File: src/rtl/ifr_pkg.sv
// shared types and constants of the bus frame receiver
package ifr_pkg;

  localparam int PulseWidthBits = 8;
  localparam int LimitBits      = 8;
  localparam int CmpW = (PulseWidthBits > LimitBits) ? PulseWidthBits : LimitBits;
  localparam int AddrBits   = 12;
  localparam int FieldBits  = 12;
  localparam int ByteBits   = 8;
  localparam int ApbAddrW   = 4;
  localparam int ApbDataW   = 32;

  localparam logic [3:0] MasterBits = 4'd12;
  localparam logic [3:0] SlaveBits  = 4'd12;
  localparam logic [3:0] CtrlBits   = 4'd4;
  localparam logic [3:0] SizeBits   = 4'd8;
  localparam logic [3:0] DataBits   = 4'd8;

  localparam logic [LimitBits-1:0] LimitReset = LimitBits'(26);

  // register index, taken from paddr[3:2]
  localparam logic [1:0] RegLimit     = 2'd0;
  localparam logic [1:0] RegEmulating = 2'd1;
  localparam logic [1:0] RegEmuMaster = 2'd2;

  typedef enum logic [2:0] {
    EvBit    = 3'd0,
    EvMaster = 3'd1,
    EvSlave  = 3'd2,
    EvCtrl   = 3'd3,
    EvSize   = 3'd4,
    EvData   = 3'd5,
    EvDone   = 3'd6,
    EvParity = 3'd7
  } ev_e;

  typedef enum logic [2:0] {
    StgNone   = 3'd0,
    StgMaster = 3'd1,
    StgSlave  = 3'd2,
    StgCtrl   = 3'd3,
    StgSize   = 3'd4,
    StgData   = 3'd5
  } stage_e;

  typedef struct packed {
    logic [LimitBits-1:0] one_bit_limit;
    logic                 emulating;
    logic [AddrBits-1:0]  emulated_master;
  } cfg_t;

  typedef struct packed {
    ev_e                  event_res;
    logic [FieldBits-1:0] field_value;
    logic                 broadcast_bit;
    stage_e               error_stage;
    logic                 drive_ack;
    logic [ByteBits-1:0]  byte_number;
  } res_t;

endpackage

File: src/rtl/ifr_if.sv
// request and result channel interfaces of the bus frame receiver
interface ifr_req_if;
  logic                               valid;
  logic                               ready;
  logic [ifr_pkg::PulseWidthBits-1:0] pulse_length;

  modport source (output valid, output pulse_length, input ready);
  modport sink (input valid, input pulse_length, output ready);
endinterface

interface ifr_res_if;
  logic                          valid;
  logic                          ready;
  ifr_pkg::ev_e                  event_res;
  logic [ifr_pkg::FieldBits-1:0] field_value;
  logic                          broadcast_bit;
  ifr_pkg::stage_e               error_stage;
  logic                          drive_ack;
  logic [ifr_pkg::ByteBits-1:0]  byte_number;

  modport source (output valid, output event_res, output field_value, output broadcast_bit,
                  output error_stage, output drive_ack, output byte_number, input ready);
  modport sink (input valid, input event_res, input field_value, input broadcast_bit,
                input error_stage, input drive_ack, input byte_number, output ready);
endinterface

File: src/rtl/ifr_apb_regs.sv
// apb configuration registers of the bus frame receiver
module ifr_apb_regs (
  input  logic                          clk_i,
  input  logic                          rst_ni,
  input  logic                          psel,
  input  logic                          penable,
  input  logic                          pwrite,
  input  logic [ifr_pkg::ApbAddrW-1:0]  paddr,
  input  logic [ifr_pkg::ApbDataW-1:0]  pwdata,
  output logic [ifr_pkg::ApbDataW-1:0]  prdata,
  output logic                          pready,
  output ifr_pkg::cfg_t                 cfg_o
);

  ifr_pkg::cfg_t cfg_q;
  logic          wr_en;

  assign pready = 1'b1;
  assign wr_en  = psel & penable & pwrite;
  assign cfg_o  = cfg_q;

  always_ff @(posedge clk_i or negedge rst_ni) begin
    if (!rst_ni) begin
      cfg_q.one_bit_limit   <= ifr_pkg::LimitReset;
      cfg_q.emulating       <= 1'b0;
      cfg_q.emulated_master <= '0;
    end else if (wr_en) begin
      unique case (paddr[3:2])
        ifr_pkg::RegLimit:     cfg_q.one_bit_limit <= pwdata[ifr_pkg::LimitBits-1:0];
        ifr_pkg::RegEmulating: cfg_q.emulating <= pwdata[0];
        ifr_pkg::RegEmuMaster: cfg_q.emulated_master <= pwdata[ifr_pkg::AddrBits-1:0];
        default: ;
      endcase
    end
  end

  always_comb begin
    prdata = '0;
    unique case (paddr[3:2])
      ifr_pkg::RegLimit:     prdata = ifr_pkg::ApbDataW'(cfg_q.one_bit_limit);
      ifr_pkg::RegEmulating: prdata = ifr_pkg::ApbDataW'(cfg_q.emulating);
      ifr_pkg::RegEmuMaster: prdata = ifr_pkg::ApbDataW'(cfg_q.emulated_master);
      default:               prdata = '0;
    endcase
  end

endmodule

File: src/rtl/ifr_frame_core.sv
// input register, frame walker and result register of the bus frame receiver
module ifr_frame_core (
  input  logic          clk_i,
  input  logic          rst_ni,
  input  ifr_pkg::cfg_t cfg_i,
  ifr_req_if.sink       req_i,
  ifr_res_if.source     res_o
);

  localparam logic [3:0] PhStart  = 4'd0;
  localparam logic [3:0] PhBcast  = 4'd1;
  localparam logic [3:0] PhMaster = 4'd2;
  localparam logic [3:0] PhMpar   = 4'd3;
  localparam logic [3:0] PhSlave  = 4'd4;
  localparam logic [3:0] PhSpar   = 4'd5;
  localparam logic [3:0] PhHack   = 4'd6;
  localparam logic [3:0] PhCtrl   = 4'd7;
  localparam logic [3:0] PhCpar   = 4'd8;
  localparam logic [3:0] PhCack   = 4'd9;
  localparam logic [3:0] PhSize   = 4'd10;
  localparam logic [3:0] PhZpar   = 4'd11;
  localparam logic [3:0] PhZack   = 4'd12;
  localparam logic [3:0] PhData   = 4'd13;
  localparam logic [3:0] PhDpar   = 4'd14;
  localparam logic [3:0] PhDack   = 4'd15;

  logic                               in_vld_q;
  logic [ifr_pkg::PulseWidthBits-1:0] pulse_q;
  logic                               out_vld_q;
  ifr_pkg::res_t                      res_q, res_d;
  logic                               step;

  logic [3:0]                     phase_q, phase_d;
  logic [3:0]                     cnt_q, cnt_d;
  logic [ifr_pkg::FieldBits-1:0]  shift_q, shift_d;
  logic                           par_q, par_d;
  logic [ifr_pkg::AddrBits-1:0]   sender_q, sender_d;
  logic                           bcast_q, bcast_d;
  logic [ifr_pkg::ByteBits-1:0]   left_q, left_d;
  logic [ifr_pkg::ByteBits-1:0]   idx_q, idx_d;

  logic                           bit_one;
  logic                           ack_drv;
  logic                           take;
  logic                           clear;
  logic                           end_check;
  logic [3:0]                     fw;
  logic [3:0]                     take_next;
  logic [3:0]                     pass_next;
  logic [3:0]                     cnt_nx;
  logic [ifr_pkg::ByteBits-1:0]   left_nx;
  ifr_pkg::stage_e                code;

  // pipeline handshake
  assign step        = in_vld_q & (~out_vld_q | res_o.ready);
  assign req_i.ready = ~in_vld_q | step;

  always_ff @(posedge clk_i or negedge rst_ni) begin
    if (!rst_ni) begin
      in_vld_q  <= 1'b0;
      out_vld_q <= 1'b0;
    end else begin
      if (req_i.valid && req_i.ready) begin
        in_vld_q <= 1'b1;
      end else if (step) begin
        in_vld_q <= 1'b0;
      end
      if (step) begin
        out_vld_q <= 1'b1;
      end else if (res_o.ready) begin
        out_vld_q <= 1'b0;
      end
    end
  end

  always_ff @(posedge clk_i) begin
    if (req_i.valid && req_i.ready) begin
      pulse_q <= req_i.pulse_length;
    end
    if (step) begin
      res_q <= res_d;
    end
  end

  // frame state
  always_ff @(posedge clk_i or negedge rst_ni) begin
    if (!rst_ni) begin
      phase_q  <= PhStart;
      cnt_q    <= '0;
      shift_q  <= '0;
      par_q    <= 1'b0;
      sender_q <= '0;
      bcast_q  <= 1'b0;
      left_q   <= '0;
      idx_q    <= '0;
    end else if (step) begin
      phase_q  <= phase_d;
      cnt_q    <= cnt_d;
      shift_q  <= shift_d;
      par_q    <= par_d;
      sender_q <= sender_d;
      bcast_q  <= bcast_d;
      left_q   <= left_d;
      idx_q    <= idx_d;
    end
  end

  always_comb begin
    bit_one   = ifr_pkg::CmpW'(pulse_q) < ifr_pkg::CmpW'(cfg_i.one_bit_limit);
    ack_drv   = ~(cfg_i.emulating && (cfg_i.emulated_master == sender_q));
    cnt_nx    = cnt_q + 4'd1;
    left_nx   = left_q - ifr_pkg::ByteBits'(1);

    phase_d   = phase_q;
    cnt_d     = cnt_q;
    shift_d   = shift_q;
    par_d     = par_q;
    sender_d  = sender_q;
    bcast_d   = bcast_q;
    left_d    = left_q;
    idx_d     = idx_q;

    take      = 1'b0;
    clear     = 1'b0;
    end_check = 1'b0;
    fw        = ifr_pkg::MasterBits;
    take_next = PhStart;
    pass_next = PhStart;
    code      = ifr_pkg::StgNone;

    res_d.event_res     = ifr_pkg::EvBit;
    res_d.field_value   = '0;
    res_d.error_stage   = ifr_pkg::StgNone;
    res_d.drive_ack     = 1'b0;
    res_d.byte_number   = '0;

    unique case (phase_q)
      PhStart: begin
        bcast_d = 1'b0;
        clear   = 1'b1;
        phase_d = PhBcast;
      end
      PhBcast: begin
        bcast_d = bit_one;
        clear   = 1'b1;
        phase_d = PhMaster;
      end
      PhMaster: begin
        take = 1'b1; fw = ifr_pkg::MasterBits; take_next = PhMpar;
      end
      PhSlave: begin
        take = 1'b1; fw = ifr_pkg::SlaveBits; take_next = PhSpar;
      end
      PhCtrl: begin
        take = 1'b1; fw = ifr_pkg::CtrlBits; take_next = PhCpar;
      end
      PhSize: begin
        take = 1'b1; fw = ifr_pkg::SizeBits; take_next = PhZpar;
      end
      PhData: begin
        take = 1'b1; fw = ifr_pkg::DataBits; take_next = PhDpar;
      end
      PhMpar: begin
        code = ifr_pkg::StgMaster; pass_next = PhSlave;
      end
      PhSpar: begin
        code = ifr_pkg::StgSlave; pass_next = PhHack;
      end
      PhCpar: begin
        code = ifr_pkg::StgCtrl; pass_next = PhCack;
      end
      PhZpar: begin
        code = ifr_pkg::StgSize; pass_next = PhZack;
      end
      PhDpar: begin
        code = ifr_pkg::StgData; pass_next = PhDack;
      end
      PhHack: begin
        res_d.drive_ack = ack_drv;
        clear   = 1'b1;
        phase_d = PhCtrl;
      end
      PhCack: begin
        res_d.drive_ack = ack_drv;
        clear   = 1'b1;
        phase_d = PhSize;
      end
      PhZack: begin
        res_d.drive_ack = ack_drv;
        clear     = 1'b1;
        end_check = 1'b1;
      end
      PhDack: begin
        res_d.drive_ack = ack_drv;
        clear     = 1'b1;
        idx_d     = idx_q + ifr_pkg::ByteBits'(1);
        left_d    = left_nx;
        end_check = 1'b1;
      end
    endcase

    if (take) begin
      shift_d = {shift_q[ifr_pkg::FieldBits-2:0], bit_one};
      par_d   = par_q ^ bit_one;
      if (cnt_nx >= fw) begin
        cnt_d   = '0;
        phase_d = take_next;
      end else begin
        cnt_d   = cnt_nx;
      end
    end

    // frame ends on the ack after the last byte or after a zero size
    if (end_check) begin
      if (left_d == '0) begin
        res_d.event_res = ifr_pkg::EvDone;
        phase_d         = PhStart;
      end else begin
        phase_d         = PhData;
      end
    end

    if (code != ifr_pkg::StgNone) begin
      clear = 1'b1;
      if (bit_one != par_q) begin
        res_d.event_res   = ifr_pkg::EvParity;
        res_d.error_stage = code;
        phase_d           = PhStart;
      end else begin
        res_d.event_res   = ifr_pkg::ev_e'(code);
        res_d.field_value = shift_q;
        phase_d           = pass_next;
        if (code == ifr_pkg::StgMaster) begin
          sender_d = shift_q;
        end
        if (code == ifr_pkg::StgSize) begin
          left_d = shift_q[ifr_pkg::ByteBits-1:0];
          idx_d  = '0;
        end
        if (code == ifr_pkg::StgData) begin
          res_d.byte_number = idx_q;
        end
      end
    end

    if (clear) begin
      cnt_d   = '0;
      shift_d = '0;
      par_d   = 1'b0;
    end

    res_d.broadcast_bit = bcast_d;
  end

  assign res_o.valid         = out_vld_q;
  assign res_o.event_res     = res_q.event_res;
  assign res_o.field_value   = res_q.field_value;
  assign res_o.broadcast_bit = res_q.broadcast_bit;
  assign res_o.error_stage   = res_q.error_stage;
  assign res_o.drive_ack     = res_q.drive_ack;
  assign res_o.byte_number   = res_q.byte_number;

endmodule

File: src/rtl/iebus_frame_receiver_top.sv
// top level of the bus frame receiver
// The receiver takes one measured bit pulse per request and returns exactly one result
// per request, sustaining one request per clock cycle unless the result is held on ready.
// A request is first held in the input register; then the frame walker updates its state
// and loads the result register, which drives the result channel. While the result waits
// on ready, one more request is held in the input register; the frame walker's state update
// per request sets the rate. Configuration goes through the apb port; the user must write it
// only while no request is in flight, and the block itself does not enforce this.
module iebus_frame_receiver_top (
  input  logic                          clk_i,
  input  logic                          rst_ni,
  input  logic                          psel,
  input  logic                          penable,
  input  logic                          pwrite,
  input  logic [ifr_pkg::ApbAddrW-1:0]  paddr,
  input  logic [ifr_pkg::ApbDataW-1:0]  pwdata,
  output logic [ifr_pkg::ApbDataW-1:0]  prdata,
  output logic                          pready,
  ifr_req_if.sink                       req_i,
  ifr_res_if.source                     res_o
);

  ifr_pkg::cfg_t cfg;

  ifr_apb_regs u_regs (
    .clk_i   (clk_i),
    .rst_ni  (rst_ni),
    .psel    (psel),
    .penable (penable),
    .pwrite  (pwrite),
    .paddr   (paddr),
    .pwdata  (pwdata),
    .prdata  (prdata),
    .pready  (pready),
    .cfg_o   (cfg)
  );

  ifr_frame_core u_core (
    .clk_i  (clk_i),
    .rst_ni (rst_ni),
    .cfg_i  (cfg),
    .req_i  (req_i),
    .res_o  (res_o)
  );

endmodule

File: src/flat_wrapper.sv
// flat-port wrapper written by rule: the top's interface ports become plain ports
module iebus_frame_receiver_top_flat 
  (clk_i, rst_ni, psel, penable, pwrite, paddr, pwdata, prdata, pready, req_i_valid, req_i_pulse_length, req_i_ready, res_o_valid, res_o_event_res, res_o_field_value, res_o_broadcast_bit, res_o_error_stage, res_o_drive_ack, res_o_byte_number, res_o_ready);
  ifr_req_if req_i_i ();
  ifr_res_if res_o_i ();
  input  logic clk_i;
  input  logic rst_ni;
  input  logic psel;
  input  logic penable;
  input  logic pwrite;
  input  logic [ifr_pkg::ApbAddrW-1:0] paddr;
  input  logic [ifr_pkg::ApbDataW-1:0] pwdata;
  output logic [ifr_pkg::ApbDataW-1:0] prdata;
  output logic pready;
  input wire logic [$bits(req_i_i.valid)-1:0] req_i_valid;
  input wire logic [$bits(req_i_i.pulse_length)-1:0] req_i_pulse_length;
  output wire logic [$bits(req_i_i.ready)-1:0] req_i_ready;
  output wire logic [$bits(res_o_i.valid)-1:0] res_o_valid;
  output wire logic [$bits(res_o_i.event_res)-1:0] res_o_event_res;
  output wire logic [$bits(res_o_i.field_value)-1:0] res_o_field_value;
  output wire logic [$bits(res_o_i.broadcast_bit)-1:0] res_o_broadcast_bit;
  output wire logic [$bits(res_o_i.error_stage)-1:0] res_o_error_stage;
  output wire logic [$bits(res_o_i.drive_ack)-1:0] res_o_drive_ack;
  output wire logic [$bits(res_o_i.byte_number)-1:0] res_o_byte_number;
  input wire logic [$bits(res_o_i.ready)-1:0] res_o_ready;
  assign req_i_i.valid = req_i_valid;
  assign req_i_i.pulse_length = req_i_pulse_length;
  assign req_i_ready = req_i_i.ready;
  assign res_o_valid = res_o_i.valid;
  assign res_o_event_res = res_o_i.event_res;
  assign res_o_field_value = res_o_i.field_value;
  assign res_o_broadcast_bit = res_o_i.broadcast_bit;
  assign res_o_error_stage = res_o_i.error_stage;
  assign res_o_drive_ack = res_o_i.drive_ack;
  assign res_o_byte_number = res_o_i.byte_number;
  assign res_o_i.ready = res_o_ready;
  iebus_frame_receiver_top u_core (.clk_i(clk_i), .rst_ni(rst_ni), .psel(psel), .penable(penable), .pwrite(pwrite), .paddr(paddr), .pwdata(pwdata), .prdata(prdata), .pready(pready), .req_i(req_i_i), .res_o(res_o_i));
endmodule
File: config.mk
export PLATFORM = sky130hd
export DESIGN_NAME = iebus_frame_receiver_top_flat
export DESIGN_NICKNAME = d
export VERILOG_FILES = /design/src/rtl/ifr_pkg.sv /design/src/rtl/ifr_if.sv /design/src/rtl/ifr_apb_regs.sv /design/src/rtl/ifr_frame_core.sv /design/src/rtl/iebus_frame_receiver_top.sv /design/src/flat_wrapper.sv
export SDC_FILE = /design/constraint.sdc
export NUM_CORES = 1
export LEC_CHECK = 0
export BUFFER_PORTS_ARGS = -buffer_cell sky130_fd_sc_hd__buf_2
export CELL_PAD_IN_SITES_DETAIL_PLACEMENT = 1
export CELL_PAD_IN_SITES_GLOBAL_PLACEMENT = 2
export CORE_MARGIN = 5
export CORE_UTILIZATION = 24
export CTS_CLUSTER_DIAMETER = 30
export DETAILED_ROUTE_END_ITERATION = 10
export GPL_TIMING_DRIVEN = 0
export PLACE_DENSITY_LB_ADDON = 0.1
export SLEW_MARGIN = 20
export SYNTH_ARGS = -nofsm -noshare
export SYNTH_HDL_FRONTEND = slang
export SYNTH_SLANG_ARGS = --single-unit
File: constraint.sdc
create_clock -name clk_i -period 3.2 [get_ports clk_i]
set_clock_uncertainty 0.1 [all_clocks]
set_input_delay 0.16 -clock clk_i [delete_from_list [all_inputs] [get_ports clk_i]]
set_output_delay 0.16 -clock clk_i [all_outputs]
set_load 0.05 [all_outputs]
# After elaboration in Yosys (flattened, before gate mapping)
# Index checks and enable logic that the tools add are counted.
# totals
reg_bits	109
out_inout_bits	63
word_cells	122
# op_classes
addsub	3
magnitude_cmp	2
n_eq_ne	22
n_mux	41
bitwise_logic	12
reduce_logical	22
# ops
op	count
$mux 8	8
$pmux 4 s5	2
$mux 12	3
$mux 4	9
$pmux 12 s3	1
$eq 4x4->1 const B	8
$eq 4x3->1 const B	4
$pmux 4 s4	1
$mux 15	1
$pmux 3 s5	1
$eq 12x12->1	1
$mux 1	10
$reduce_and 2->1	5
$mux 3	3
$add 8x1->8 const B	1
$eq 4x2->1 const B	2
$logic_not 8->1	1
$lt 8x8->1	1
$pmux 4 s2	1
$sub 8x1->8 const B	1
$eq 3x3->1 const B	2
$not 1->1	6
$reduce_bool 2->1	3
$reduce_or 2->1	3
other kinds (20)	24

# Depth between registers and ports, before layout
# depth
word_depth	8
mapped_depth	12
depth_no_buf	11

# Cells and area by module
# Synthesis repeated with hierarchy kept, for this count alone.
# hier_totals
hier_cells	508
area_unflattened_um2	5709.2
# by_module_without_submodules
module	instances	cells_per_inst	area_per_inst_um2
ifr_frame_core	1	414	4554.4
ifr_apb_regs	1	94	1154.9

# Worst setup path after synthesis
# OpenSTA, ideal clock, no wires.
# synth_path
path_kind	flip-flop to flip-flop
from	reg u_core.u_core.phase_q[1]
to	reg u_core.u_core.phase_q[3]
setup_ns	0.126
arrival_ns	2.613
required_time_ns	2.974
slack_ns	0.361
stages_incl_launch_ff	12
n_path_buf	1
cell_sequence	dfrtp_1 > clkbuf_1 > nor2b_1 > inv_1 > nor2_1 > o21ai_0 > ha_1 > a21bo_2 > a21oi_1 > o21ai_0 > a22o_1 > o32a_1
# synth_between
elab_chain_len	8
# synth_lines
element	line_no	text
start, declared	ifr_frame_core.sv:33	logic [3:0] phase_q, phase_d;
start signal, assigned	ifr_frame_core.sv:88	phase_q <= PhStart;
start signal, assigned	ifr_frame_core.sv:97	phase_q <= phase_d;
$eq 4x4->1	ifr_frame_core.sv:137	unique case (phase_q)
$reduce_or 2->1 (no source line)	-	
$pmux 4 s2	ifr_frame_core.sv:137	
$ge 4x4->1	ifr_frame_core.sv:205	if (cnt_nx >= fw) begin
$mux 4	ifr_frame_core.sv:205	
$mux 4	ifr_frame_core.sv:202	if (take) begin
$mux 4	ifr_frame_core.sv:214	if (end_check) begin
$mux 4 (*)	ifr_frame_core.sv:223	if (code != ifr_pkg::StgNone) begin
# Every way passes the cells marked *; elsewhere a longest branch is shown, timed or not.
# A chain may end at the register's enable or synchronous reset.

# Final worst setup path
# layout_path
from	reg u_core.u_regs.cfg_q (netlist bit u_core.u_regs.cfg_o[17])
to	reg u_core.u_core.res_q (netlist bit u_core.u_core.res_o.byte_number[2]) (data pin)
# layout_between
elab_chain_len	3
# layout_lines
element	line_no	text
start, declared	ifr_apb_regs.sv:15	ifr_pkg::cfg_t cfg_q;
$lt 8x8->1	ifr_frame_core.sv:109	bit_one = ifr_pkg::CmpW'(pulse_q) < ifr_pkg::CmpW'(cfg_i.one_bit_limit);
$ne 1x1->1	ifr_frame_core.sv:225	if (bit_one != par_q) begin
$reduce_or 3->1 (no source line)	-	
end signal, assigned	ifr_frame_core.sv:81	res_q <= res_d;
end, declared	ifr_frame_core.sv:30	ifr_pkg::res_t res_q, res_d;
# No other way between the ends.

==> metrics.txt <==
status complete, no violations; most frequent cells in the layout buf_2, dfrtp_1, nor2_1; antenna violations before repair 0; GRT overflow 0; grt peak-use layer met2; Worst setup EP type flip-flop; Core Util, Final 0.3082; Core Area 22,780 um2; Slowest-stage cell, CP dfstp_2; reg-to-reg slack, setup 0.28 ns; CTS sink count 109; Tot Pwr 4.847 mW; placed insts 914; number of buffers created by CTS 9; CTS max path bufs 2; # DRC 0; TNS Setup 0 ns; final antenna-violating net count 0; Routed WL 15,960 um; vias in the first global route 4,695; drt pass-1 iters 4; DIE WIDTH 162.5 um; Via Count 4,297; hpwl dp 11,660 um; crit-path max cell delay 0.54 ns; type of the tightest min-delay check in2reg; Tmin final 2.924 ns; final hold vios 0; Fill cells 2,594; crit start category flip-flop; drt via density 4.509; Global Route Usage Sum 0.1247; GR Util met3 0.01645; FMAX 342.1 MHz; RePlAce Congestion 0.8013; Rows 55; r2r startpoint u_core.u_regs.cfg_o[17]; crit path DAT 3.05 ns; fraction of registers with async set/reset 0.6697; critical path type reg2reg; worst slew pin tran 0.7450 ns; Initial Utilization 0.2452; DRT iter0 DRCs 183; leakage 3.143 nW; Avg Inst Size Synth 10.95 um2; crit-path max FO 10; clk_lat worst skew 0.36 ns; clock root cell clkbuf_16; TritonCTS clock tree done; Rel. slew slack 0.4969; DR WL/cell 16.74 um; Mapped Area 5584 um2; reg2reg end u_core.u_core.res_o.byte_number[2]; Die Y 162.5 um; number of H-tree levels 3; commonest non-fill, non-tap cell in the layout buf_2; die footprint 26,420 um2; Synth Register Bits 109; Max Cap Viol 0; M1 GR Usage 0.1691; IO Port Bufs 70; final non-filler cell total 953; # IOs 114; diodes inserted 0; first-pass GRT wire length 26,190 um; largest net degree at the start of global routing 51; crit path capture u_core.u_core.res_o.byte_number[2]; Worst R2R Path Depth 7; Synth cell types 59; clk slew on worst S/H paths 0.09 ns; Final setup viols 0; ys flop type dfrtp_1; RSZ-0062 raised after global routing no; Syn-to-layout area delta 25.70%; Pins Over Slew Limit 0; M2 GR Usage 0.2077; Post-synth EDFFs 36; nets 698; yosys warns 0; Worst EP required 3.33 ns; layout cells sized above 1 0.2391; sequential area share after synthesis 0.5214; power density cells 690.5 nW/um2; crit path cell chain inv_1 -> ha_1 -> nand4_1 -> o311ai_2 -> nor2b_1 -> clkbuf_1 -> and3_1; maximum vdd ir drop 0.2253 mV; Critical path origin u_core.u_regs.cfg_o[17]; Post-Synthesis Cells 510; Final period util 0.9136
==> what timing repair did <==
item	4_1_cts	5_1_grt
resized for setup	4	4
hold endpoints to repair	88	0
endpoints found under the setup margin	8	18
hold buffers	24	0
setup buffers	0	0
==> state kept, by name, summed over array words and instances, names as in the netlist <==
register	flops
u_core.u_core.res_o.broadcast_bit	1
u_core.u_core.left_q	8
u_core.u_core.shift_q	12
u_core.u_core.sender_q	12
u_core.u_core.res_o.byte_number	8
u_core.u_core.cnt_q	4
u_core.u_core.in_vld_q	1
u_core.u_core.bcast_q	1
u_core.u_core.res_o.valid	1
u_core.u_regs.cfg_o	21
u_core.u_core.res_o.event_res	3
u_core.u_core.pulse_q	8
u_core.u_core.res_o.drive_ack	1
u_core.u_core.par_q	1
u_core.u_core.res_o.field_value	12
u_core.u_core.res_o.error_stage	3
u_core.u_core.phase_q	4
u_core.u_core.idx_q	8
==> worst min-delay path by stage <==
| stage | from | endpoint | slack (ns) | depth (start not counted) |
|---|---|---|---|---|
| 2_1_floorplan | rst_ni | u_core.u_core.bcast_q | -0.24 | 0 |
| 3_3_place_gp | req_i_pulse_length[7] | u_core.u_core.pulse_q[7] | 0.24 | 1 |
| 3_5_place_dp | rst_ni | u_core.u_core.sender_q[9] | 0.006 | 1 |
| 4_1_cts | paddr[3] | u_core.u_regs.cfg_o[17] | 0.06 | 4 |
| 5_1_grt | paddr[3] | u_core.u_regs.cfg_o[14] | 0.10 | 4 |
| 6_report | paddr[3] | u_core.u_regs.cfg_o[17] | 0.06 | 4 |
==> power breakdown <==
part           total [mW]  internal (mW)  leakage (nW)  switching (mW)
clock network        1.14          0.549         0.141           0.592
logic                1.84          0.613          1.70            1.22
registers            1.87           1.69          1.30           0.183
total                4.85           2.85          3.14            2.00
==> cell families (layout without fill, tap and decap cells) <==
logic type / count (synthesis) / in the layout / synth area share
other cells: 2 / 21 / 0.001345
compound gates: 103 / 103 / 0.1326
buf+inv: 64 / 175 / 0.05915
flops: 109 / 109 / 0.5214
fa+ha+maj: 12 / 12 / 0.02689
mux: 36 / 36 / 0.07730
simple gates: 165 / 165 / 0.1515
xor+xnor: 19 / 19 / 0.02980
==> area by class of cell <==
type | count | area (um2) | area share
plain buffers | 47 | 270.3 | 0.03850
clock buffers | 9 | 225.2 | 0.03209
multi-input cells | 356 | 2440 | 0.3476
inverters | 16 | 60.06 | 0.008556
flip-flops and latches | 109 | 2912 | 0.4148
well taps | 313 | 391.6 | 0.05579
clock inverters | 7 | 72.57 | 0.01034
repair buffers | 96 | 648.1 | 0.09234
==> metrics by stage <==
step | setup slack, ns | area [um2] | hold slack (ns)
2_1_floorplan | 0.3613 | 5655 | -0.2356
3_3_place_gp | -0.5190 | 6397 | 0.2399
3_5_place_dp | -0.5074 | 6456 | 0.005553
4_1_cts | 0.01565 | 7009 | 0.06047
5_1_grt | 0.01354 | 7019 | 0.1010
6_report | 0.2765 | 7019 | 0.06284
==> synthesized netlist by cell type (12+ instances only) <==
| cell | count | share of area |
|---|---|---|
| nor3_1 | 12 | 0.011 |
| ha_1 | 12 | 0.027 |
| edfxtp_1 | 36 | 0.19 |
| nand2_1 | 35 | 0.024 |
| clkbuf_1 | 23 | 0.015 |
| buf_4 | 21 | 0.028 |
| a22o_1 | 15 | 0.024 |
| inv_1 | 16 | 0.011 |
| o21ai_0 | 30 | 0.027 |
| dfrtp_1 | 70 | 0.31 |
| mux2_2 | 17 | 0.034 |
| a21oi_1 | 12 | 0.011 |
| and2_1 | 19 | 0.021 |
| nor2_1 | 39 | 0.026 |
==> critical path: cells and delay by family (launching register included) <==
| kind | cells | cell delay, ns |
|---|---|---|
| buffers and inverters | 2 | 0.42 |
| AOI/OAI and AO/OA | 1 | 0.53 |
| DFF | 1 | 0.54 |
| and+or+nand+nor | 3 | 0.92 |
| adders and majority gates | 1 | 0.26 |
==> metal layers <==
layer | routed length, um | part of all wire | vias up
met1 | 7653 | 0.48 | 2161
li1 | - | - | 2053
met3 | 375 | 0.024 | 10
met2 | 7715 | 0.48 | 73
met4 | 212 | 0.013 | 0
met5 | 0 | 0 | -
No activity file was read; power rests on OpenSTA's default activity.
